--- src/hw/rtl/ifrd_pkg.sv ---
package ifrd_pkg;

  localparam int unsigned QueueDepthDefault = 2;

  localparam logic [7:0] EscByte = 8'h7d;
  localparam logic [7:0] EscFlag = 8'h5e;
  localparam logic [7:0] EscEsc  = 8'h5d;

  localparam logic [7:0] FlagByteReset        = 8'h7e;
  localparam logic [7:0] FrameAddressReset    = 8'h03;
  localparam logic [7:0] ExpectedControlReset = 8'h00;

  localparam int unsigned CfgIndexWidth = 2;
  localparam int unsigned CfgDataWidth  = 8;

  typedef enum logic [CfgIndexWidth-1:0] {
    CFG_FLAG_BYTE        = 2'd0,
    CFG_FRAME_ADDRESS    = 2'd1,
    CFG_EXPECTED_CONTROL = 2'd2
  } cfg_index_t;

  typedef enum logic [1:0] {
    ST_OK      = 2'd0,
    ST_BCC2    = 2'd1,
    ST_BAD_ESC = 2'd2,
    ST_EMPTY   = 2'd3
  } status_t;

  typedef struct packed {
    logic [7:0] rx_byte;
  } rx_payload_t;

  typedef struct packed {
    logic [7:0] data_byte;
    logic       frame_end;
    status_t    status;
  } res_payload_t;

  typedef enum logic {
    OP_PUSH = 1'b0,
    OP_END  = 1'b1
  } op_kind_t;

  // One classified operation from the parser to the back end.
  typedef struct packed {
    op_kind_t   kind;
    logic [7:0] value;
    logic       bad_escape;
  } op_t;

endpackage

--- src/hw/rtl/ifrd_queue.sv ---
module ifrd_queue #(
  parameter int unsigned Depth = ifrd_pkg::QueueDepthDefault
) (
  input  logic          clk,
  input  logic          rst,
  input  logic          push,
  input  ifrd_pkg::op_t push_op,
  output logic          not_full,
  input  logic          pop,
  output logic          head_valid,
  output ifrd_pkg::op_t head_op
);
  import ifrd_pkg::*;

  localparam int unsigned PtrWidth = (Depth > 1) ? $clog2(Depth) : 1;
  localparam int unsigned CntWidth = $clog2(Depth + 1);
  localparam logic [PtrWidth-1:0] LastPtr = PtrWidth'(Depth - 1);
  localparam logic [CntWidth-1:0] FullCnt = CntWidth'(Depth);

  op_t                entries [Depth];
  logic [PtrWidth-1:0] wr_ptr, rd_ptr;
  logic [CntWidth-1:0] count;
  logic                do_push, do_pop;

  assign not_full   = (count != FullCnt);
  assign head_valid = (count != '0);
  assign head_op    = entries[rd_ptr];
  assign do_push    = push && not_full;
  assign do_pop     = pop && head_valid;

  always_ff @(posedge clk) begin
    if (do_push) entries[wr_ptr] <= push_op;
  end

  always_ff @(posedge clk) begin
    if (rst) begin
      wr_ptr <= '0;
      rd_ptr <= '0;
      count  <= '0;
    end else begin
      if (do_push) wr_ptr <= (wr_ptr == LastPtr) ? '0 : wr_ptr + 1'b1;
      if (do_pop)  rd_ptr <= (rd_ptr == LastPtr) ? '0 : rd_ptr + 1'b1;
      unique case ({do_push, do_pop})
        2'b10:   count <= count + 1'b1;
        2'b01:   count <= count - 1'b1;
        default: count <= count;
      endcase
    end
  end

endmodule

--- config.mk ---
export PLATFORM = sky130hd
export DESIGN_NAME = ifrd_queue
export DESIGN_NICKNAME = d
export VERILOG_FILES = /design/src/hw/rtl/ifrd_pkg.sv /design/src/hw/rtl/ifrd_queue.sv
export SDC_FILE = /design/constraint.sdc
export NUM_CORES = 1
export LEC_CHECK = 0
export ABC_AREA = 1
export BUFFER_PORTS_ARGS = -buffer_cell sky130_fd_sc_hd__buf_2
export CORE_MARGIN = 3
export CORE_UTILIZATION = 45
export DETAILED_ROUTE_END_ITERATION = 8
export PLACE_DENSITY = 0.75
export SETUP_SLACK_MARGIN = 0.3
export SYNTH_ARGS = -nofsm -noshare
export SYNTH_HDL_FRONTEND = slang
export SYNTH_SLANG_ARGS = --single-unit
--- constraint.sdc ---
create_clock -name clk -period 2.2 [get_ports clk]
set_input_delay 0.11 -clock clk [delete_from_list [all_inputs] [get_ports clk]]
set_output_delay 0.11 -clock clk [all_outputs]
set_load 0.05 [all_outputs]
==> results.tsv <==
metric	value	unit
synth_top_area_share	59.9	%
rsz0062_at_grt	false	
grt_usage	12.6	%
synth_top_family_by_area	multiplexers	
busiest_layer	met2	
fin_crit	1.62	ns
max_stage_delay	0.60	ns
yosys.area.top_type	edfxtp_1	
wl_per_cell	11.9	um
avgSynthCellArea	14.5	um^2
synth.area.mux_share	11.2	%
htreeDepth	1	
syn_area	1000	um^2
wl	1.62	mm
postSynthCellCount	69	
critPathRequiredTime	2.09	ns
start_kind	register	
endpoint_kind	output pin	
clock_latency	0.30	ns
final_nets	125	
drive_gt1_share	43.1	%
cts_resized	0	
port-buffer-count	25	
r2r_start	count[0]	
yosys.area_share.xor_xnor	0	%
clockBufferDepth	2	
fp.dieH	53.2	um
final_cell_mix	buf_2 (25), edfxtp_1 (20), dlygate4sd3_1 (10), nor2_1 (9), mux2_2 (8)	
path_clk_slew	0.13	ns
synth-seq-area-share	69.9	%
fin_area	1290	um^2
cts_inserted_buffers	3	
ys_ff_latch	25	
yosysUniqueCellTypes	18	
worstSetupPathType	reg2out	
worst_pin_slew	0.469	ns
run_status	completed	
antenna_left	0	
grt_pass1_wl	2.49	mm
irDropWorstVdd	0.707	mV
first_pass_iters	4	
r2r_slack	0.64	ns
start_util	49.1	%
antennaDiodeCount	0	
fin_skew	0.00635	ns
synth_compound_area_share	3.25	%
area_growth	29.2	%
seqCellArea	701	um^2
gr-total-overflow	0	
cts-root-buf	clkbuf_4	
crit_family	flip-flops	
die_x	53.2	um
leakage	0.526	nW
gp_congestion	0.694	
synth_fa_ha_area_share	1.25	%
yosys.area_share.simple	10.1	%
tritoncts	done	
timing.final.crit_share	73.6	%
slew_violations	0	
r2r-end	entries[1][6]	
cts_sinks	25	
met2_usage	23.8	%
power_density	998	nW/um^2
fp.coreArea	2040	um^2
min_from	rst	
die_area	2830	um^2
cp_max_fo	10	
drt_iter0_markers	7	
cp_data_arrival_time	1.51	ns
stdcell_count	136	
use_met1	14.1	%
ios	26	
worstHoldEndpoint	count[1]	
placed_cell_area	1170	um^2
grt_pass1_vias	573	
path_buf_inv	1	
reg2reg_depth	5	
hold_violations	0	
hold-path-cell-count	4	
setup_violations	0	
place_hpwl	1.19	mm
multi_input_area	259	um^2
via_per_inst	4.52	
drc_errors	0	
tns	0	ns
dp.cells	122	
min_path_type	in2reg	
crit_path_top_delay_cell	dfxtp_1	
layout_commonest_cell	buf_2	
fill_cells	177	
cap_violations	0	
synthTopCellsByArea	edfxtp_1 (60%), dfxtp_1 (10%), mux2_2 (9.0%)	
vias	615	
maxSlewHeadroom	68.6	%
yosys_warnings	0	
cp_cell_sequence	mux2_2 -> buf_2	
grt_max_degree	14	
rows	16	
grt_util_met3	2.54	%
fmax	0.618	GHz
syn-num-nets	84	
antenna_found_initial	0	
## repair_timing
item / CTS / global route
endpoints found under the hold margin: 20 / 0
setup buffers: 0 / 0
hold buffers: 10 / 0
## worst min-delay path: stages
cell and delay [ns]:
buf_2 0.08, inv_1 0.09, nand2_1 0.08, nor2_1 0.03
## worst max path at each step
stage                     to  cells after the start  slack, ns  startpoint
2_1_floorplan  entries[0][0]                      4       0.57    count[0]
3_3_place_gp   entries[0][4]                      5       0.68    count[0]
3_5_place_dp   entries[1][4]                      5       0.65    count[0]
4_1_cts           head_op[9]                      2       0.55    register
5_1_grt           head_op[9]                      2       0.48    register
6_report          head_op[9]                      2       0.58    register
## where the power goes
group	switching (mW)	leakage, nW	total [mW]	internal (mW)
Combinational	0.332	0.283	0.480	0.148
Sequential	0.0410	0.228	0.620	0.579
Clock	0.122	0.0150	0.193	0.0706
Total	0.495	0.526	1.29	0.798
## registers in the layout, indices dropped and copies added (netlist names), named ones only
register	count
count	2
entries	20
rd_ptr	1
wr_ptr	1
## cell usage after synthesis
library cell and count:
buf_4 1, nor2_1 9, o21ai_0 1, edfxtp_1 20, mux2_1 2, nand2_2 1
a21oi_1 2, nor2_2 1, ha_1 1, nand4_1 1, dfxtp_1 5, clkinv_4 1
o21ai_2 2, inv_2 1, nand2_1 4, mux2_2 8, nand2_4 3, inv_1 6
## stage by stage
step	hold slack, ns	utilization, %	total power, mW	setup WS [ns]
floorplan	0.209	-	1.00	0.571
global placement	0.306	57.2	1.09	0.681
detailed placement	0.304	57.2	1.10	0.655
CTS	0.114	63.4	1.30	0.551
global route	0.120	63.4	1.36	0.484
finish	0.119	63.4	1.29	0.582
## logic make-up after synthesis
| group | count (synthesis) |
|---|---|
| buffers and inverters | 9 |
| DFF | 25 |
| AOI/OAI and AO/OA | 5 |
| and+or+nand+nor | 19 |
| muxes | 10 |
| adders and majority gates | 1 |
## final cells by class
cell class,instances,share of cell area [%]
sequential,25,54.1
multi-input combinational,35,20.0
timing repair buffer,37,18.6
inverter,8,2.71
tap,27,2.61
clock buffer,4,2.03
## layer usage
layer  routed length [um]  up-vias
li1                     -      318
met1                  681      279
met2                  862       16
met3                   67        2
met4                    8        0
met5                    0        -
Note: power is estimated with default switching activity, not from simulation.
