## config.mk

```make
export PLATFORM = sky130hd
export DESIGN_NAME = ifrd_front
export DESIGN_NICKNAME = d
export VERILOG_FILES = /design/src/hw/rtl/ifrd_pkg.sv /design/src/hw/rtl/ifrd_front.sv
export SDC_FILE = /design/constraint.sdc
export NUM_CORES = 1
export LEC_CHECK = 0
export BUFFER_PORTS_ARGS = -buffer_cell sky130_fd_sc_hd__buf_2
export CORE_UTILIZATION = 45
export CTS_BUF_LIST = sky130_fd_sc_hd__clkbuf_4
export DETAILED_ROUTE_END_ITERATION = 10
export PLACE_DENSITY = 0.66
export SLEW_MARGIN = 10
export SYNTH_ARGS = -nofsm -noshare
export SYNTH_HDL_FRONTEND = slang
export SYNTH_SLANG_ARGS = --single-unit
```

## constraint.sdc

```tcl
create_clock -name clk -period 4.1 [get_ports clk]
set_clock_uncertainty 0.05 [all_clocks]
set_input_delay 0.41 -clock clk [delete_from_list [all_inputs] [get_ports clk]]
set_output_delay 0.41 -clock clk [all_outputs]
set_load 0.01 [all_outputs]
```

## src/hw/rtl/ifrd_pkg.sv

```systemverilog
package ifrd_pkg;

  localparam int unsigned QueueDepthDefault = 2;

  localparam logic [7:0] EscByte = 8'h7d;
  localparam logic [7:0] EscFlag = 8'h5e;
  localparam logic [7:0] EscEsc  = 8'h5d;

  localparam logic [7:0] FlagByteReset        = 8'h7e;
  localparam logic [7:0] FrameAddressReset    = 8'h03;
  localparam logic [7:0] ExpectedControlReset = 8'h00;

  localparam int unsigned CfgIndexWidth = 2;
  localparam int unsigned CfgDataWidth  = 8;

  typedef enum logic [CfgIndexWidth-1:0] {
    CFG_FLAG_BYTE        = 2'd0,
    CFG_FRAME_ADDRESS    = 2'd1,
    CFG_EXPECTED_CONTROL = 2'd2
  } cfg_index_t;

  typedef enum logic [1:0] {
    ST_OK      = 2'd0,
    ST_BCC2    = 2'd1,
    ST_BAD_ESC = 2'd2,
    ST_EMPTY   = 2'd3
  } status_t;

  typedef struct packed {
    logic [7:0] rx_byte;
  } rx_payload_t;

  typedef struct packed {
    logic [7:0] data_byte;
    logic       frame_end;
    status_t    status;
  } res_payload_t;

  typedef enum logic {
    OP_PUSH = 1'b0,
    OP_END  = 1'b1
  } op_kind_t;

  // One classified operation from the parser to the back end.
  typedef struct packed {
    op_kind_t   kind;
    logic [7:0] value;
    logic       bad_escape;
  } op_t;

endpackage

```

## src/hw/rtl/ifrd_front.sv

```systemverilog
module ifrd_front (
  input  logic                               clk,
  input  logic                               rst,
  input  logic                               cfg_we,
  input  logic [ifrd_pkg::CfgIndexWidth-1:0] cfg_index,
  input  logic [ifrd_pkg::CfgDataWidth-1:0]  cfg_data,
  input  logic                               in_accept,
  input  logic [7:0]                         in_byte,
  output logic                               op_valid,
  output ifrd_pkg::op_t                      op
);
  import ifrd_pkg::*;

  typedef enum logic [4:0] {
    PH_HUNT = 5'b00001,
    PH_ADDR = 5'b00010,
    PH_CTRL = 5'b00100,
    PH_HCHK = 5'b01000,
    PH_DATA = 5'b10000
  } phase_t;

  logic [7:0] flag_byte;
  logic [7:0] frame_address;
  logic [7:0] expected_control;

  phase_t phase, phase_next;
  logic   esc_pending, esc_pending_next;
  logic   esc_error, esc_error_next;

  always_ff @(posedge clk) begin
    if (rst) begin
      flag_byte        <= FlagByteReset;
      frame_address    <= FrameAddressReset;
      expected_control <= ExpectedControlReset;
    end else if (cfg_we) begin
      unique case (cfg_index)
        CFG_FLAG_BYTE:        flag_byte        <= cfg_data;
        CFG_FRAME_ADDRESS:    frame_address    <= cfg_data;
        CFG_EXPECTED_CONTROL: expected_control <= cfg_data;
        default: ;
      endcase
    end
  end

  always_comb begin
    phase_next       = phase;
    esc_pending_next = esc_pending;
    esc_error_next   = esc_error;
    op_valid         = 1'b0;
    op.kind          = OP_PUSH;
    op.value         = in_byte;
    op.bad_escape    = esc_error | esc_pending;
    if (in_accept) begin
      unique case (phase)
        PH_ADDR: begin
          if (in_byte == frame_address) phase_next = PH_CTRL;
          else if (in_byte == flag_byte) phase_next = PH_ADDR;
          else phase_next = PH_HUNT;
        end
        PH_CTRL: begin
          if (in_byte == expected_control) phase_next = PH_HCHK;
          else if (in_byte == flag_byte) phase_next = PH_ADDR;
          else phase_next = PH_HUNT;
        end
        PH_HCHK: begin
          if (in_byte == (frame_address ^ expected_control)) begin
            phase_next       = PH_DATA;
            esc_pending_next = 1'b0;
            esc_error_next   = 1'b0;
          end else begin
            phase_next = PH_HUNT;
          end
        end
        PH_DATA: begin
          if (in_byte == flag_byte) begin
            op_valid         = 1'b1;
            op.kind          = OP_END;
            phase_next       = PH_HUNT;
            esc_pending_next = 1'b0;
            esc_error_next   = 1'b0;
          end else if (esc_pending && in_byte == EscFlag) begin
            op_valid         = 1'b1;
            op.value         = flag_byte;
            esc_pending_next = 1'b0;
          end else if (esc_pending && in_byte == EscEsc) begin
            op_valid         = 1'b1;
            op.value         = EscByte;
            esc_pending_next = 1'b0;
          end else begin
            // bad escape drops the escape, byte handled as plain payload
            if (esc_pending) esc_error_next = 1'b1;
            if (in_byte == EscByte) begin
              esc_pending_next = 1'b1;
            end else begin
              esc_pending_next = 1'b0;
              op_valid         = 1'b1;
            end
          end
        end
        default: begin
          if (in_byte == flag_byte) phase_next = PH_ADDR;
          else phase_next = PH_HUNT;
        end
      endcase
    end
  end

  always_ff @(posedge clk) begin
    if (rst) begin
      phase       <= PH_HUNT;
      esc_pending <= 1'b0;
      esc_error   <= 1'b0;
    end else begin
      phase       <= phase_next;
      esc_pending <= esc_pending_next;
      esc_error   <= esc_error_next;
    end
  end

endmodule

```

==> impl_metrics.env, run 1 <==
export IMPL_start_util=0.472
export IMPL_cts_tree="yes"
export IMPL_synth_warnings=0
export IMPL_layout_drive_gt1_share=0.213
export IMPL_synthCells=212
export IMPL_num_rows=23
export IMPL_maxCapViolations=0
export IMPL_fp_dieH_um=67.3
export IMPL_synth_distinct_cells=43
export IMPL_yosysMostFrequentCell="dfxtp_1"
export IMPL_clock_latency_ns=0.32
export IMPL_wl_per_cell_um=14.1
export IMPL_status="finished clean"
export IMPL_fillCellCount=396
export IMPL_setup_viol=0
export IMPL_synth_seq_cells=31
export IMPL_r2r_start="flag_byte[1]"
export IMPL_cts_sinks=31
export IMPL_cts_root_buf="clkbuf_4"
export IMPL_cp_end_kind="output pin"
export IMPL_cts_buffers=5
export IMPL_hp_class="in -> reg"
export IMPL_path_cells="nor3_1 -> nand4b_1 -> nor2_1 -> and3_1 -> nand3b_1 -> o21bai_1 -> buf_2"
export IMPL_multi_input_area_mm2=0.00122
export IMPL_grt_first_pass_wirelength_um=6640
export IMPL_syn_nets=234
export IMPL_holdCritStartpoint="cfg_data[1]"
export IMPL_syn_area_per_cell_um2=9.04
export IMPL_clkTransAtPathRegs_ns=0.09
export IMPL_slew_violations=0
export IMPL_die_width_um=67.3
export IMPL_fin_nets=260
export IMPL_coreArea_mm2=0.00406
export IMPL_gp_congestion=0.814
export IMPL_crit_fanout=5
export IMPL_routed_wl_um=4080
export IMPL_ff_latch_area_um2=621
export IMPL_hpwl_um=3000
export IMPL_port_buffers=32
export IMPL_critPathRequiredTime_ns=3.64
export IMPL_vdd_ir_drop_max_mv=0.189
export IMPL_cts_hold_buf=0
export IMPL_grt_max_degree=33
export IMPL_period_share=0.684
export IMPL_clk_path_buf_depth=2
export IMPL_worst_pin_slew_ns=0.624
export IMPL_yosys_area_top_type="dfxtp_1"
export IMPL_antenna_found_initial=0
export IMPL_viasPerCell=5.32
export IMPL_leakage_uw=0.000869
export IMPL_drt_pass1_iter_count=4
export IMPL_start_kind="flip-flop"
export IMPL_drt_iter0_drc=58
export IMPL_startpoint="phase[0]"
export IMPL_cp_slowest_cell="nor3_1"
export IMPL_cp_slowest_stage_delay_ns=0.43
export IMPL_grt_use_total=0.202
export IMPL_netlist_area_leader_share=0.324
export IMPL_finalHoldViolCount=0
export IMPL_ios=33
export IMPL_rsz0062_at_grt="false"
export IMPL_fin_tns_setup_ns=0
export IMPL_route_detailed_drc=0
export IMPL_arrival_ns=2.34
export IMPL_fmax_mhz=357
export IMPL_drtAntennaViolNets=0
export IMPL_synth_edf_count=0
export IMPL_post_cts_resized=0
export IMPL_post_cts_buffers=0
export IMPL_syn_area_mm2=0.00192
export IMPL_ys_top_cells_by_count="dfxtp_1 (31), nor2_1 (27), xnor2_1 (19)"
export IMPL_grt_ovfl_total=0
export IMPL_ys_flop_type="dfxtp_1"
export IMPL_fin_hold_ws_ns=0.249
export IMPL_grt_pass1_vias=1377
export IMPL_area_growth_pct=11.8
export IMPL_r2r_setup_slack_ns=2.04
export IMPL_seq_area_frac_synth=0.324
export IMPL_htree_levels=2
export IMPL_path_class="reg -> out"
export IMPL_antenna_cells=0
export IMPL_p_per_area_mw_per_mm2=284
export IMPL_ys_async_sr_fraction=0
export IMPL_max_slew_margin=0.583
export IMPL_die_area_mm2=0.00452
export IMPL_fin_crit_ns=2.80
export IMPL_synth_area_top_cells="dfxtp_1 (32%), xnor2_1 (8.7%), mux2i_1 (7.3%)"
export IMPL_vias=1537
==> sequential cells by signal, summed over array words and instances (netlist names) <==
signal and cells:
esc_pending 1, phase 5, frame_address 8, flag_byte 8, esc_error 1, expected_control 8
==> per-layer routing <==
metal,track usage,up-vias,share of wire
met5,0,-,0
met3,0.0709,2,0.033
met1,0.280,712,0.52
li1,-,795,-
met2,0.303,28,0.44
met4,0.0399,0,0.0037
==> critical path: cells and delay by family, from the launching register on <==
| kind | cells | cell delay [ns] |
|---|---|---|
| AND/OR/NAND/NOR | 5 | 1.26 |
| flip-flops | 1 | 0.37 |
| AO/OA/AOI/OAI | 1 | 0.22 |
| buffers and inverters | 1 | 0.16 |
==> stage by stage <==
stage | power, uW | worst slack, ns | instances | instance area, um2 | util
finish | 608 | 1.30 | 289 | 2140 | 0.528
global route | 644 | 1.09 | 289 | 2140 | 0.528
CTS | 618 | 1.26 | 289 | 2140 | 0.528
detailed placement | 435 | 1.36 | 281 | 2090 | 0.514
global placement | 434 | 1.37 | 281 | 2090 | 0.514
floorplan | 405 | 1.79 | 212 | 1920 | -
==> power breakdown <==
part | switching, uW | internal [uW]
registers | 9.81 | 310
clock network | 99.9 | 80.0
logic | 54.5 | 53.3
total | 164 | 444
==> placed cells by master, fill, tap and decap left out, drive strengths merged, types with 2 or more instances in the layout <==
| cell type | Yosys | routed |
|---|---|---|
| a211o | 10 | 10 |
| a21oi | 10 | 10 |
| buf | 8 | 33 |
| clkbuf | 6 | 7 |
| dfxtp | 31 | 31 |
| inv | 5 | 5 |
| mux2i | 14 | 14 |
| nand2 | 8 | 8 |
| nand2b | 4 | 4 |
| nand3b | 4 | 4 |
| nand4 | 9 | 9 |
| nor2 | 27 | 27 |
| nor2b | 8 | 8 |
| nor3 | 6 | 6 |
| nor4 | 5 | 5 |
| o21a | 5 | 5 |
| or2 | 2 | 2 |
| xnor2 | 19 | 19 |
| xnor3 | 6 | 6 |
| xor2 | 8 | 8 |
==> worst paths after layout <==
| check | endpoint | cells after the start |
|---|---|---|
| worst min-delay path | flag_byte[1] | 2 |
| worst max-delay path | op[8] | 7 |
| worst max register to register | phase[3] | 6 |
| worst min register to register | esc_error | 2 |
==> cell type report <==
type / count / area share
Clock buffer: 7 / 0.0245
Clock inverter: 1 / 0.00234
Inverter: 5 / 0.00876
Multi-Input combinational cell: 162 / 0.567
Sequential cell: 31 / 0.290
Tap cell: 50 / 0.0292
Timing Repair Buffer: 33 / 0.0782
==> cell families after synthesis <==
| kind of cell | synth area share |
|---|---|
| compound gates | 0.127 |
| simple gates | 0.236 |
| buf+inv | 0.0444 |
| flops | 0.324 |
| xor+xnor | 0.196 |
| mux | 0.0731 |
Power figures use the tool's default switching activity.
==> run 2, diff against run 1 <==
--- a/config.mk
+++ b/config.mk
@@ -5,11 +5,12 @@
 export SDC_FILE = /design/constraint.sdc
 export NUM_CORES = 1
 export LEC_CHECK = 0
+export ABC_AREA = 1
 export BUFFER_PORTS_ARGS = -buffer_cell sky130_fd_sc_hd__buf_2
 export CORE_UTILIZATION = 45
 export CTS_BUF_LIST = sky130_fd_sc_hd__clkbuf_4
 export DETAILED_ROUTE_END_ITERATION = 10
-export PLACE_DENSITY = 0.66
+export PLACE_DENSITY = 0.68
 export SLEW_MARGIN = 10
 export SYNTH_ARGS = -nofsm -noshare
 export SYNTH_HDL_FRONTEND = slang
==> constraint.sdc (replaced) <==
create_clock -name clk -period 2.36 [get_ports clk]
set_clock_uncertainty 0.05 [all_clocks]
set_input_delay 0.236 -clock clk [delete_from_list [all_inputs] [get_ports clk]]
set_output_delay 0.236 -clock clk [all_outputs]
set_load 0.01 [all_outputs]
==> run 2 against run 1 <==
Clock-buffer cell count is 2 lower. First-iteration DRC count increased by 120%. Power up 99%. Synthesized area rose by 6.0%. Flip-flop and latch count unchanged. Register-to-register slack got worse by 1.2 ns. Final cell count grew 45%. Critical endpoint is now op[6]. Hold slack worse by 0.21 ns. Utilization up 0.60 points. Combinational power is 110% higher. Highest routed layer unchanged.
==> impl_metrics.env, run 2 <==
export IMPL_clkTransAtPathRegs_ns=0.11
export IMPL_vias=2116
export IMPL_die_width_um=69.2
export IMPL_worst_pin_slew_ns=0.533
export IMPL_port_buffers=32
export IMPL_die_area_mm2=0.00479
export IMPL_met3_usage=0.0494
export IMPL_synth_distinct_cells=31
export IMPL_layout_drive_gt1_share=0.175
export IMPL_drtAntennaViolNets=0
export IMPL_ys_top_cells_by_count="nand2_1 (107), inv_1 (43), dfxtp_1 (31), nand3_1 (31), a21oi_1 (25)"
export IMPL_setup_viol=0
export IMPL_synth_warnings=0
export IMPL_ys_async_sr_fraction=0
export IMPL_cp_slowest_cell="dfxtp_1"
export IMPL_synth_seq_cells=31
export IMPL_critPathRequiredTime_ns=2.07
export IMPL_place_area_mm2=0.00223
export IMPL_cts_hold_buf=0
export IMPL_mostFrequentLayoutCell="nand2_1"
export IMPL_hp_class="in -> reg"
export IMPL_routed_wl_um=4860
export IMPL_fp_dieH_um=69.2
export IMPL_synth_compound_area_frac=0.141
export IMPL_cp_slowest_stage_delay_ns=0.34
export IMPL_syn_area_mm2=0.00203
export IMPL_grt_pass1_vias=1885
export IMPL_fin_nets=387
export IMPL_fin_crit_ns=2.20
export IMPL_ff2ff_path_depth=9
export IMPL_route_detailed_drc=0
export IMPL_r2r_setup_slack_ns=0.81
export IMPL_grt_use_met2=0.358
export IMPL_grt_max_degree=29
export IMPL_crit_family="simple AND/OR/NAND/NOR gates"
export IMPL_synthCells=329
export IMPL_synth_top_family_by_area="simple AND/OR/NAND/NOR gates"
export IMPL_hold_path_end="phase[1]"
export IMPL_max_slew_margin=0.643
export IMPL_drt_pass1_iter_count=4
export IMPL_leakage_uw=0.00113
export IMPL_num_rows=24
export IMPL_synthSimpleGateAreaFrac=0.409
export IMPL_synth_area_top_cells="dfxtp_1 (31%), nand2_1 (20%), inv_1 (7.9%)"
export IMPL_grt_use_total=0.218
export IMPL_cts_sinks=31
export IMPL_fin_tns_setup_ns=0
export IMPL_fmax_mhz=454
export IMPL_path_class="reg -> out"
export IMPL_wl_per_cell_um=11.6
export IMPL_grt_first_pass_wirelength_um=8290
export IMPL_clock_latency_ns=0.35
export IMPL_area_growth_pct=14.5
export IMPL_grt_met1_usage=0.279
export IMPL_path_cells="nor2_1 -> nand3_2 -> inv_1 -> nand2_4 -> nor3_4 -> buf_4 -> nand2_1 -> nand2_1 -> inv_1 -> buf_2"
export IMPL_syn_nets=351
export IMPL_vdd_ir_drop_max_mv=0.304
export IMPL_holdCritStartpoint="rst"
export IMPL_fin_hold_ws_ns=0.0359
export IMPL_antenna_found_initial=0
export IMPL_grt_ovfl_total=0
export IMPL_rsz0062_at_grt="false"
export IMPL_start_kind="flip-flop"
export IMPL_antenna_cells=0
export IMPL_cp_end_kind="output pin"
export IMPL_crit_fanout=7
export IMPL_whs_path_depth=2
export IMPL_post_route_cell_area_mm2=0.00233
export IMPL_ys_flop_type="dfxtp_1"
export IMPL_yosysMostFrequentCell="nand2_1"
export IMPL_gp_congestion=0.895
export IMPL_timing_rr_end="phase[0]"
export IMPL_cts_root_buf="clkbuf_4"
export IMPL_drt_iter0_drc=129
export IMPL_busiest_layer="met2"
export IMPL_arrival_ns=1.92
export IMPL_htree_levels=2
export IMPL_p_per_area_mw_per_mm2=521
export IMPL_cp_buffers_inverters=4
export IMPL_synth_xor_area_frac=0.0302
export IMPL_hpwl_um=3720
export IMPL_r2r_start="phase[2]"
export IMPL_yosys_area_share_adder=0
export IMPL_final_cell_mix="nand2_1 (107), inv_1 (43), buf_2 (32), dfxtp_1 (31), nand3_1 (30)"
export IMPL_finalHoldViolCount=0
export IMPL_cts_tree="yes"
export IMPL_cts_buffers=5
export IMPL_status="finished clean"
export IMPL_ios=33
export IMPL_start_util=0.467
export IMPL_synth_edf_count=0
export IMPL_netlist_area_leader_share=0.305
export IMPL_slew_violations=0
export IMPL_yosys_area_top_type="dfxtp_1"
export IMPL_syn_area_per_cell_um2=6.18
export IMPL_viasPerCell=5.06
export IMPL_maxCapViolations=0
export IMPL_biggestRegsByFlops="expected_control: 8 flops, flag_byte: 8 flops, frame_address: 8 flops"
export IMPL_seq_area_frac_synth=0.305
export IMPL_period_share=0.933
export IMPL_muxShareOfSynthArea=0
export IMPL_clk_path_buf_depth=2
export IMPL_coreArea_mm2=0.00435
-- run 2: cell types whose count changed in the layout (fill, tap and decap cells not counted), sizes merged, moves of 6 or more --
cell	before	now
nand2	8	113
xnor3	6	0
nor2b	8	0
mux2i	14	0
xnor2	19	4
a211o	10	0
a21oi	10	26
o21ai	1	17
o211ai	0	7
nand3	1	32
inv	5	48
-- run 2: logic make-up after synthesis --
logic type                Yosys count
AOI/OAI and AO/OA                  52
xor gates and xnor gates            7
buffers and inverters              57
DFF                                31
and+or+nand+nor                   182
-- run 2: what timing repair did --
item	4_1_cts	5_1_grt
resized for setup	0	1
buffers inserted	0	2
endpoints found under the setup margin	0	7
-- run 2: layout make-up --
class	count	area, um2
Sequential cell	31	621
Clock inverter	3	38.8
Inverter	50	189
Timing Repair Buffer	36	190
Clock buffer	5	37.5
Tap cell	52	65.1
Multi-Input combinational cell	241	1180
Fill cell	465	2030
-- run 2: worst max-delay path by stage --
stage                     from  endpoint  slack [ns]  cells past startpoint
global placement    in_byte[7]     op[6]        0.46                     10
global route          phase[0]     op[6]        0.02                     10
floorplan             phase[0]     op[6]        0.83                      8
detailed placement  in_byte[7]     op[6]        0.49                     10
finish                phase[0]     op[6]        0.16                     10
CTS                   phase[0]     op[6]        0.08                      9
-- run 2: where the power goes --
part / internal [uW] / switching [uW] / total, uW
Sequential: 548 / 18.1 / 566
Clock: 218 / 205 / 423
Combinational: 81.3 / 142 / 223
-- run 2: worst register-to-register path, cell delays in order, from the launching register on --
cell      delay (ns)
dfxtp_1         0.34
nor2_1          0.17
nand2_1         0.07
nor3_1          0.28
nor2_1          0.09
o21ai_1         0.15
nand2_1         0.07
nand3b_1        0.15
nand2_1         0.06
nand2_1         0.04
-- run 2: metrics by stage --
step | worst slack [ns] | utilization | std cells | power, uW
finish | 0.158 | 0.534 | 418 | 1210
global route | 0.0210 | 0.534 | 418 | 1270
detailed placement | 0.489 | 0.512 | 408 | 800
CTS | 0.0833 | 0.530 | 416 | 1220
global placement | 0.461 | 0.512 | 408 | 798
floorplan | 0.832 | - | 329 | 732
-- run 2: metal layers --
layer | wire [um] | share of wire
met2 | 2290 | 0.47
met3 | 245 | 0.050
met5 | 0 | 0
met4 | 79 | 0.016
met1 | 2240 | 0.46
