File: config.mk
export PLATFORM = sky130hd
export DESIGN_NAME = ifrd_back
export DESIGN_NICKNAME = d
export VERILOG_FILES = /design/src/hw/rtl/ifrd_pkg.sv /design/src/hw/rtl/ifrd_back.sv
export SDC_FILE = /design/constraint.sdc
export NUM_CORES = 1
export LEC_CHECK = 0
export BUFFER_PORTS_ARGS = -buffer_cell sky130_fd_sc_hd__buf_2
export CAP_MARGIN = 20
export CORE_ASPECT_RATIO = 1.4
export CORE_MARGIN = 5
export CORE_UTILIZATION = 57
export CTS_CLUSTER_DIAMETER = 100
export DETAILED_ROUTE_END_ITERATION = 10
export GPL_ROUTABILITY_DRIVEN = 1
export PLACE_DENSITY = 0.88
export SYNTH_ARGS = -nofsm -noshare
export SYNTH_HDL_FRONTEND = slang
export SYNTH_SLANG_ARGS = --single-unit
File: constraint.sdc
create_clock -name clk -period 4.4 [get_ports clk]
set_clock_uncertainty 0.05 [all_clocks]
set_input_delay 0 -clock clk [delete_from_list [all_inputs] [get_ports clk]]
set_output_delay 0 -clock clk [all_outputs]
set_load 0.01 [all_outputs]
File: src/hw/rtl/ifrd_pkg.sv
package ifrd_pkg;

  localparam int unsigned QueueDepthDefault = 2;

  localparam logic [7:0] EscByte = 8'h7d;
  localparam logic [7:0] EscFlag = 8'h5e;
  localparam logic [7:0] EscEsc  = 8'h5d;

  localparam logic [7:0] FlagByteReset        = 8'h7e;
  localparam logic [7:0] FrameAddressReset    = 8'h03;
  localparam logic [7:0] ExpectedControlReset = 8'h00;

  localparam int unsigned CfgIndexWidth = 2;
  localparam int unsigned CfgDataWidth  = 8;

  typedef enum logic [CfgIndexWidth-1:0] {
    CFG_FLAG_BYTE        = 2'd0,
    CFG_FRAME_ADDRESS    = 2'd1,
    CFG_EXPECTED_CONTROL = 2'd2
  } cfg_index_t;

  typedef enum logic [1:0] {
    ST_OK      = 2'd0,
    ST_BCC2    = 2'd1,
    ST_BAD_ESC = 2'd2,
    ST_EMPTY   = 2'd3
  } status_t;

  typedef struct packed {
    logic [7:0] rx_byte;
  } rx_payload_t;

  typedef struct packed {
    logic [7:0] data_byte;
    logic       frame_end;
    status_t    status;
  } res_payload_t;

  typedef enum logic {
    OP_PUSH = 1'b0,
    OP_END  = 1'b1
  } op_kind_t;

  // One classified operation from the parser to the back end.
  typedef struct packed {
    op_kind_t   kind;
    logic [7:0] value;
    logic       bad_escape;
  } op_t;

endpackage

File: src/hw/rtl/ifrd_back.sv
module ifrd_back (
  input  logic                   clk,
  input  logic                   rst,
  input  logic                   op_valid,
  input  ifrd_pkg::op_t          op,
  output logic                   op_pop,
  output logic                   res_valid,
  input  logic                   res_ready,
  output ifrd_pkg::res_payload_t res_data
);
  import ifrd_pkg::*;

  logic       held_valid;
  logic [7:0] held_byte;
  logic [7:0] running_xor;
  status_t    end_status;

  assign op_pop = op_valid && (!res_valid || res_ready);

  always_comb begin
    if (op.bad_escape) end_status = ST_BAD_ESC;
    else if (!held_valid) end_status = ST_EMPTY;
    else if (held_byte != running_xor) end_status = ST_BCC2;
    else end_status = ST_OK;
  end

  always_ff @(posedge clk) begin
    if (rst) begin
      res_valid   <= 1'b0;
      held_valid  <= 1'b0;
      held_byte   <= '0;
      running_xor <= '0;
    end else begin
      if (res_ready) res_valid <= 1'b0;
      if (op_pop) begin
        unique case (op.kind)
          OP_END: begin
            res_valid          <= 1'b1;
            res_data.data_byte <= '0;
            res_data.frame_end <= 1'b1;
            res_data.status    <= end_status;
            held_valid         <= 1'b0;
            held_byte          <= '0;
            running_xor        <= '0;
          end
          OP_PUSH: begin
            // newest byte is held back; the previous one goes out
            if (held_valid) begin
              res_valid          <= 1'b1;
              res_data.data_byte <= held_byte;
              res_data.frame_end <= 1'b0;
              res_data.status    <= ST_OK;
              running_xor        <= running_xor ^ held_byte;
            end
            held_byte  <= op.value;
            held_valid <= 1'b1;
          end
          default: ;
        endcase
      end
    end
  end

endmodule

==> results of run 1 <==
-- registers in the layout (all words and copies together) (netlist names) --
| name | cells |
|---|---|
| res_data | 11 |
| held_byte | 8 |
| running_xor | 8 |
| held_valid | 1 |
| res_valid | 1 |
-- placed cells by master (no fill, tap or decap), types with 2 or more instances in the layout --
cell type      Yosys  final
xor2_1             7      7
buf_2              3     26
nand3b_1          15     15
nor2b_1            8      8
dfxtp_1           18     18
clkbuf_4           0      5
edfxtp_1          11     11
clkbuf_1           2      2
inv_1              3      3
nor3_1             2      2
o21ai_0            9      9
a21oi_1           26     26
nor2_1             2      2
nand2_1            9      9
dlygate4sd3_1      0     15
-- layout make-up --
| class | count | area, um^2 | share of cell area |
|---|---|---|---|
| multi-input cells | 87 | 539 | 0.334 |
| inverters | 3 | 11.3 | 0.00697 |
| repair buffers | 42 | 288 | 0.178 |
| flip-flops and latches | 29 | 691 | 0.428 |
| well taps | 22 | 27.5 | 0.0170 |
| clock buffers | 8 | 58.8 | 0.0364 |
-- layer usage --
layer	wire [um]	part of all wire	up-vias	track usage
met5	0	0	-	0
met4	48	0.018	0	0.0820
met3	190	0.072	5	0.0632
met2	1390	0.52	33	0.308
met1	1020	0.39	484	0.199
li1	-	-	528	-
-- worst max-delay path, stage by stage (launching register included) --
cell	delay (ps)
dfxtp_1	340
nand2b_4	90
nand2_4	120
inv_1	290
nand3b_1	150
a21oi_1	150
dlygate4sd3_1	550
-- path summary, 6_finish.rpt --
check | start | to | slack [ps] | depth (start not counted)
min | op[0] | res_data[1] | 10 | 3
max | res_valid | held_byte[7] | 2590 | 6
min reg2reg | running_xor[4] | running_xor[4] | 450 | 2
max reg2reg | res_valid | held_byte[7] | 2590 | 6
-- synthesized netlist by cell type --
cell type,count
nand4_1,1
xor2_1,7
dfxtp_1,18
a21boi_0,1
o21ai_0,9
a21oi_1,26
nor2_1,2
buf_1,1
clkbuf_1,2
nor3_1,2
buf_6,1
a211oi_1,1
edfxtp_1,11
nor4_2,1
and4b_1,1
buf_4,2
inv_1,3
nand2b_4,1
buf_2,3
nand2_1,9
nor2b_1,8
nor2b_4,1
nand2_4,1
nand3b_1,15
and3_1,1
-- what timing repair did --
action	in CTS	in global routing
resized for setup	0	0
hold buffers	15	0
hold endpoints to repair	10	0
-- cell families after synthesis --
| kind of cell | Yosys count |
|---|---|
| simple gates | 43 |
| compound gates | 37 |
| flops | 29 |
| buf+inv | 12 |
| xor+xnor | 7 |
-- power by group --
group	internal (uW)	total (uW)	switching, uW
Combinational	28.1	57.3	29.2
Clock	78.6	162	83.8
Sequential	287	295	8.23
Total	394	515	121
-- per-stage QoR --
stage / instances / cell area [um^2] / power (uW)
after floorplan: 128 / 1290 / 333
after global placement: 168 / 1410 / 346
after detailed placement: 168 / 1410 / 348
after CTS: 191 / 1620 / 520
after global routing: 191 / 1620 / 537
final: 191 / 1620 / 515
==> qor.csv, run 1 <==
stage,metric,value,unit
grt,GRT overflow,0,
clock_network,htree depth,2,
power,worst vdd ir,286,uV
timing,Max Clk Rate,0.553,GHz
clock_network,CTS Sinks,29,
timing,Least-Margin Pin Slew,457,ps
route,Avg WL per Cell,13.8,um
grt,Overall Global Routing Usage,0.182,
placed_design,Placer Congestion,0.761,
route,drt pass-1 iters,4,
layout,layout net count,182,
floorplan,core area,2180,um^2
clock_network,CTS Buf Count,5,
placed_design,pre-CTS setup slack,2990,ps
route,initial drt markers,24,
synthesis,Mapped Area,1290,um^2
synthesis,Yosys top cell by area,dfxtp_1,
layout,FILL cells,162,
timing,RSZ-0062 raised after global routing,false,
synthesis,post-synthesis register bit count,29,
timing,setup ws final,2590,ps
timing,min Tclk post-route,1810,ps
synthesis,Unique masters post-synth,25,
layout,fin util,0.742,
power,P_leak,0.000652,uW
worst_setup_path,Worst Setup Path Type,reg -> reg,
placed_design,HPWL after DPL,1720,um
floorplan,I/O pin total,27,
synthesis,Synth Net Count,142,
clock_network,CTS Buffer Depth,2,
grt,first-pass GRT wire length,4590,um
clock_network,worst skew pair latency,330,ps
worst_setup_path,CP arrival,2040,ps
timing,max-slew violations,0,
timing,hold_ws,11.3,ps
synthesis,post-synthesis compound-gate area fraction,0.147,
clock_network,CTS tree,built,
synthesis,simple-gate share of the synthesized area,0.222,
power,P per Cell Area,319,nW/um^2
synthesis,register area share after synthesis,0.534,
timing,hold violation total from the final report,0,
floorplan,Die Wd,50.3,um
grt,number of global-route vias before repair,1011,
layout,share of cells above drive strength 1,0.219,
route,DRT Wirelength,2640,um
worst_setup_path,CP endpoint kind,flip-flop,
route,via/cell ratio,5.50,
synthesis,syn_area_per_cell,10.1,um^2
synthesis,Synth Area in XOR/XNOR,0.0474,
timing,Final period util,0.411,
floorplan,Die Span Y,66.4,um
route,via count,1050,
timing,setup TNS,0,ps
clock_network,"CTS clk-pin slew, worst paths",80,ps
synthesis,post-synthesis adder-cell area fraction,0,
worst_setup_path,CP startpoint kind,flip-flop,
timing,Slew headroom,0.695,
clock_network,Post-CTS Setup Inserts,0,
synthesis,largest family of logic cells by synthesized area,simple AND/OR/NAND/NOR gates,
timing,final setup violating endpoints,0,
synthesis,share of the synthesized area in the top cell type,0.279,
floorplan,Rows,20,
floorplan,Initial Util,0.594,
synthesis,Yosys Warn Count,0,
job,Max-cap violations,0,
synthesis,post-synthesis cell count,128,
route,Final ANT Viol Nets,0,
synthesis,mux contribution to synthesized area,0,
grt,largest net degree at the start of global routing,32,
layout,ANT cells,0,
floorplan,Die Footprint,3340,um^2
grt,initial antenna violation count,0,
worst_setup_path,largest fanout on the critical path,18,
outcome,status,"finished, final reports clean",
synthesis,Synth area leaders,"dfxtp_1, edfxtp_1, a21oi_1",
worst_setup_path,Crit path required time,4630,ps
placed_design,PortBufs,26,
route,DRC viols,0,
clock_network,clk root buf,clkbuf_4,
hold_path,Hold Path Class,in -> reg,
layout,Layout area overhead,24.9,%
Note: power is estimated with default switching activity, not from simulation.
==> inputs of run 2 (changes only) <==
--- a/config.mk
+++ b/config.mk
@@ -9,11 +9,11 @@
 export CAP_MARGIN = 20
 export CORE_ASPECT_RATIO = 1.4
 export CORE_MARGIN = 5
-export CORE_UTILIZATION = 57
+export CORE_UTILIZATION = 47
 export CTS_CLUSTER_DIAMETER = 100
 export DETAILED_ROUTE_END_ITERATION = 10
 export GPL_ROUTABILITY_DRIVEN = 1
-export PLACE_DENSITY = 0.88
+export PLACE_DENSITY = 0.78
 export SYNTH_ARGS = -nofsm -noshare
 export SYNTH_HDL_FRONTEND = slang
 export SYNTH_SLANG_ARGS = --single-unit
==> constraint.sdc (replaced) <==
create_clock -name clk -period 1.66 [get_ports clk]
set_clock_uncertainty 0.05 [all_clocks]
set_input_delay 0 -clock clk [delete_from_list [all_inputs] [get_ports clk]]
set_output_delay 0 -clock clk [all_outputs]
set_load 0.01 [all_outputs]
==> run 2 against run 1 <==
  * Setup slack got worse by 2500 ps
  * Power grew to 2.6 times the previous value
  * Global-route usage decreased by 3.6 points
  * Die area grew 17%
  * Clock-buffer cell count stayed put
  * Routed wire length fell by 7.9%
  * Non-clock buffer count down 1
==> qor.csv, run 2 (synthesized netlist as in run 1, its figures left out) <==
stage,metric,value,unit
hold_path,Hold Path Class,in -> reg,
power,switching power,312,uW
grt,routing usage on met3,0.0493,
power,switching share of power,0.230,
grt,GR Util met2,0.238,
grt,grt met1 use,0.163,
placed_design,HPWL after DPL,1750,um
grt,largest net degree at the start of global routing,22,
route,DRT Wirelength,2430,um
clock_network,CTS tree,built,
worst_setup_path,Worst Setup Path Type,reg -> reg,
layout,share of cells above drive strength 1,0.250,
timing,setup TNS,0,ps
floorplan,I/O pin total,27,
clock_network,worst skew pair latency,310,ps
layout,max reg flops,11,
placed_design,PortBufs,26,
floorplan,Rows,22,
floorplan,Die Wd,54.3,um
timing,Slew headroom,0.768,
worst_setup_path,largest fanout on the critical path,9,
grt,first-pass GRT wire length,4120,um
power,Clk pwr share,0.311,
layout,"commonest non-fill, non-tap cells in the layout","a21oi_1, buf_2, dfxtp_1, nand3b_1",
grt,Most Crowded Layer GR,met2,
floorplan,Die Footprint,3920,um^2
timing,max-slew violations,0,
route,Avg WL per Cell,11.9,um
outcome,status,"finished, final reports clean",
timing,Least-Margin Pin Slew,348,ps
power,P_leak,0.000643,uW
clock_network,CTS Buffer Depth,2,
layout,FILL cells,249,
timing,Max Clk Rate,0.650,GHz
timing,min Tclk post-route,1540,ps
route,DRC viols,0,
power,Logic pwr share,0.114,
timing,RSZ-0062 raised after global routing,false,
worst_setup_path,Crit path required time,1810,ps
layout,layout net count,181,
layout,most flop-heavy register,res_data,
layout,ANT cells,0,
route,initial drt markers,16,
grt,GRT overflow,0,
layout,Layout area overhead,25.3,%
worst_setup_path,CP endpoint kind,flip-flop,
floorplan,core area,2640,um^2
route,via/cell ratio,4.97,
route,Final ANT Viol Nets,0,
worst_setup_path,CP startpoint kind,flip-flop,
clock_network,CTS Buf Count,5,
timing,final setup violating endpoints,0,
grt,Overall Global Routing Usage,0.146,
power,P per Cell Area,838,nW/um^2
power,Internal,1050,uW
floorplan,Initial Util,0.490,
clock_network,CTS Sinks,29,
job,Max-cap violations,0,
floorplan,Die Span Y,72.1,um
grt,initial antenna violation count,0,
clock_network,"CTS clk-pin slew, worst paths",80,ps
layout,largest registers,"res_data x11, held_byte x8, running_xor x8",
worst_setup_path,CP arrival,1690,ps
power,sequential power share,0.575,
timing,hold violation total from the final report,0,
placed_design,Placer Congestion,0.789,
layout,final instance area,1620,um^2
route,drt pass-1 iters,4,
clock_network,htree depth,2,
power,worst vdd ir,647,uV
timing,Final period util,0.927,
grt,number of global-route vias before repair,945,
route,via count,1013,
placed_design,Placed Area,1450,um^2
clock_network,clk root buf,clkbuf_4,
run 2: cell count changes in the layout (fill, tap and decap cells not counted), sizes merged:
cell         before  now
buf              27   30
dlygate4sd3      15   11
run 2: final cells by class:
cell class	instances	area, um^2	area share
flip-flops and latches	29	692	0.427
multi-input cells	87	544	0.336
repair buffers	41	270	0.167
clock buffers	8	58.8	0.0363
well taps	36	45.0	0.0278
inverters	3	11.3	0.00694
run 2: repair_timing:
action	in CTS	in global routing
resized for setup	0	1
buffers inserted	0	0
hold buffers	11	0
hold endpoints to repair	10	0
setup endpoints to repair	0	1
run 2: power groups by stage:
stage / Clock, uW / Combinational, uW / Sequential [uW]
after floorplan: 0 / 85.7 / 799
after detailed placement: 0 / 135 / 798
after global routing: 472 / 173 / 784
after CTS: 439 / 156 / 781
final: 423 / 155 / 781
after global placement: 0 / 132 / 796
run 2: routing by layer:
layer  up-vias  share of wire
li1        525              -
met1       460           0.42
met2        23           0.52
met3         5          0.047
met4         0          0.020
met5         -              0
run 2: path summary, 6_finish.rpt:
path,cells past startpoint,endpoint,slack (ps),start
setup reg to reg,4,res_valid,120,held_valid
hold / removal,3,res_data[1],10,op[0]
setup / recovery,4,res_valid,120,held_valid
hold reg to reg,2,running_xor[4],450,running_xor[4]
run 2: critical path, cell delays in order, from the launching register on:
cell and delay, ps:
dfxtp_2 380, buf_4 160, o21ai_0 170, a21oi_1 80, dlygate4sd3_1 580
run 2: through the flow:
stage	cells	total power [uW]	hold slack, ps	utilization	setup slack, ps
6_report	204	1360	11.2	0.614	122
5_1_grt	204	1430	15.2	0.614	63.2
4_1_cts	204	1380	1.50	0.613	43.3
3_5_place_dp	185	933	232	0.549	279
3_3_place_gp	185	928	220	0.549	328
2_1_floorplan	128	885	48.9	-	42.7
==> inputs of run 3 (changes only) <==
==> constraint.sdc (replaced) <==
create_clock -name clk -period 1.66 [get_ports clk]
set_clock_uncertainty 0.05 [all_clocks]
set_input_delay 0.166 -clock clk [delete_from_list [all_inputs] [get_ports clk]]
set_output_delay 0.166 -clock clk [all_outputs]
set_load 0.01 [all_outputs]
==> run 3 against run 2 <==
  * Sequential power is essentially flat
  * Flip-flop and latch count unchanged
  * Worst hold slack improved by 51 ps
  * Final cell count is 4.4% lower
  * Final area is 5.7% lower
  * First-iteration DRC count grew 6.3%
  * Via count shrank 1.9%
  * Global-route usage is 0.65 points lower
  * Core utilization down 3.5 points
  * Clock-buffer cell count stayed put
  * Critical endpoint is now op_pop
  * Largest cell class unchanged
==> qor.csv, run 3 (synthesized netlist as in run 1, its figures left out) <==
stage,metric,value,unit
worst_setup_path,Reg2Reg Setup Slack,280,ps
layout,Layout area overhead,18.2,%
grt,initial antenna violation count,0,
power,sequential power share,0.579,
grt,GR Util met2,0.226,
worst_setup_path,Critical path origin,res_valid,
grt,Most Crowded Layer GR,met2,
worst_setup_path,depth of the most critical reg-to-reg path,3,
power,P_leak,0.000599,uW
clock_network,hold buffer count at CTS,0,
worst_setup_path,"slowest stage delay, CP",390,ps
layout,final instance area,1530,um^2
worst_setup_path,Worst Setup Path Type,reg -> out,
grt,GRT overflow,0,
floorplan,Die Wd,54.3,um
placed_design,Placer Congestion,0.789,
worst_setup_path,CP arrival,1330,ps
outcome,status,"finished, final reports clean",
route,Final ANT Viol Nets,0,
worst_setup_path,CP max stage cell,dfxtp_1,
floorplan,Die Footprint,3920,um^2
worst_setup_path,Crit path required time,1440,ps
layout,share of cells above drive strength 1,0.277,
layout,max reg flops,11,
timing,RSZ-0062 raised after global routing,false,
worst_setup_path,RR Endpoint,running_xor[0],
timing,hold violation total from the final report,0,
grt,number of global-route vias before repair,903,
route,DRT Wirelength,2410,um
power,switching power,316,uW
worst_setup_path,largest fanout on the critical path,18,
layout,layout net count,172,
clock_network,CTS tree,built,
worst_setup_path,crit path capture,op_pop,
power,switching share of power,0.234,
worst_setup_path,crit-path cells,nand2b_4 > nand2_4 > clkinvlp_4 > buf_2,
grt,Overall Global Routing Usage,0.139,
clock_network,CTS Sinks,29,
power,Internal,1030,uW
grt,grt met1 use,0.152,
clock_network,htree depth,2,
timing,setup TNS,0,ps
route,drt pass-1 iters,4,
route,initial drt markers,17,
job,Max-cap violations,0,
floorplan,core area,2640,um^2
layout,most flop-heavy register,res_data,
floorplan,Initial Util,0.490,
clock_network,"CTS clk-pin slew, worst paths",80,ps
hold_path,Hold Path Class,in -> reg,
placed_design,HPWL after DPL,1750,um
floorplan,Die Span Y,72.1,um
grt,largest net degree at the start of global routing,22,
timing,max-slew violations,0,
route,via count,994,
power,Clk pwr share,0.317,
power,worst vdd ir,637,uV
timing,Slew headroom,0.766,
floorplan,I/O pin total,27,
clock_network,CTS Buffer Depth,2,
timing,Least-Margin Pin Slew,351,ps
timing,min Tclk post-route,1540,ps
route,DRC viols,0,
route,via/cell ratio,5.10,
worst_setup_path,CP startpoint kind,flip-flop,
floorplan,Rows,22,
clock_network,CTS Buf Count,5,
grt,routing usage on met3,0.0513,
timing,final setup violating endpoints,0,
timing,Final period util,0.930,
layout,"commonest non-fill, non-tap cells in the layout","a21oi_1, buf_2, dfxtp_1, nand3b_1, edfxtp_1",
power,Logic pwr share,0.105,
power,P per Cell Area,882,nW/um^2
placed_design,Placed Area,1450,um^2
route,Avg WL per Cell,12.4,um
grt,first-pass GRT wire length,3910,um
layout,largest registers,"res_data x11, held_byte x8, running_xor x8",
clock_network,clk root buf,clkbuf_4,
layout,ANT cells,0,
worst_setup_path,CP endpoint kind,output port,
placed_design,PortBufs,26,
clock_network,worst skew pair latency,320,ps
worst_setup_path,worst r2r src,held_valid,
timing,Max Clk Rate,0.648,GHz
[run 3: cell types whose count changed in the layout (fill, tap and decap cells not counted)]
cell	before	now
buf_4	4	6
clkinvlp_4	0	1
dfxtp_1	17	18
dfxtp_2	1	0
dlygate4sd3_1	11	0
inv_1	3	2
[run 3: how the worst min path moves through the flow]
stage	startpoint	end	slack, ps	depth (start not counted)
2_1_floorplan	op[9]	res_data[2]	210	0
3_3_place_gp	op[8]	held_byte[7]	390	3
3_5_place_dp	op[4]	held_byte[3]	400	3
4_1_cts	op[4]	held_byte[3]	50	3
5_1_grt	op[8]	held_byte[7]	60	3
6_report	op[4]	held_byte[3]	60	3
[run 3: power by group through the flow]
stage | sequential (uW) | combinational, uW | clock, uW
finish | 781 | 141 | 427
global route | 784 | 158 | 470
CTS | 781 | 136 | 439
detailed placement | 798 | 135 | 0
global placement | 796 | 132 | 0
floorplan | 799 | 85.7 | 0
[run 3: cell type report]
type / count / area [um^2]
multi-input combinational: 87 / 544
clock buffer: 8 / 58.8
sequential: 29 / 691
timing repair buffer: 32 / 175
tap: 36 / 45.0
inverter: 3 / 15.0
fill: 255 / 1110
[run 3: timing repair]
item,4_1_cts,5_1_grt
buffers inserted,0,2
setup endpoints to repair,0,1
gates resized for setup,0,1
[run 3: per-layer routing]
metal / wire, um / share of wire
met5: 0 / 0
met4: 51 / 0.021
met3: 126 / 0.052
met2: 1240 / 0.51
met1: 994 / 0.41
[run 3: through the flow]
step	power [uW]	worst slack, ps	utilization	std cells	hold WS, ps
after global routing	1410	31.9	0.579	195	57.8
final	1350	116	0.579	195	62.0
after detailed placement	933	279	0.549	185	398
after floorplan	885	42.7	-	128	215
after global placement	928	328	0.549	185	386
after CTS	1360	56.2	0.571	193	54.1
[run 3: worst max-delay path: cells and delay by family, from the launching register on]
| kind | cells | cell delay, ps |
|---|---|---|
| buffers and inverters | 2 | 350 |
| flip-flops | 1 | 390 |
| AND/OR/NAND/NOR | 2 | 270 |
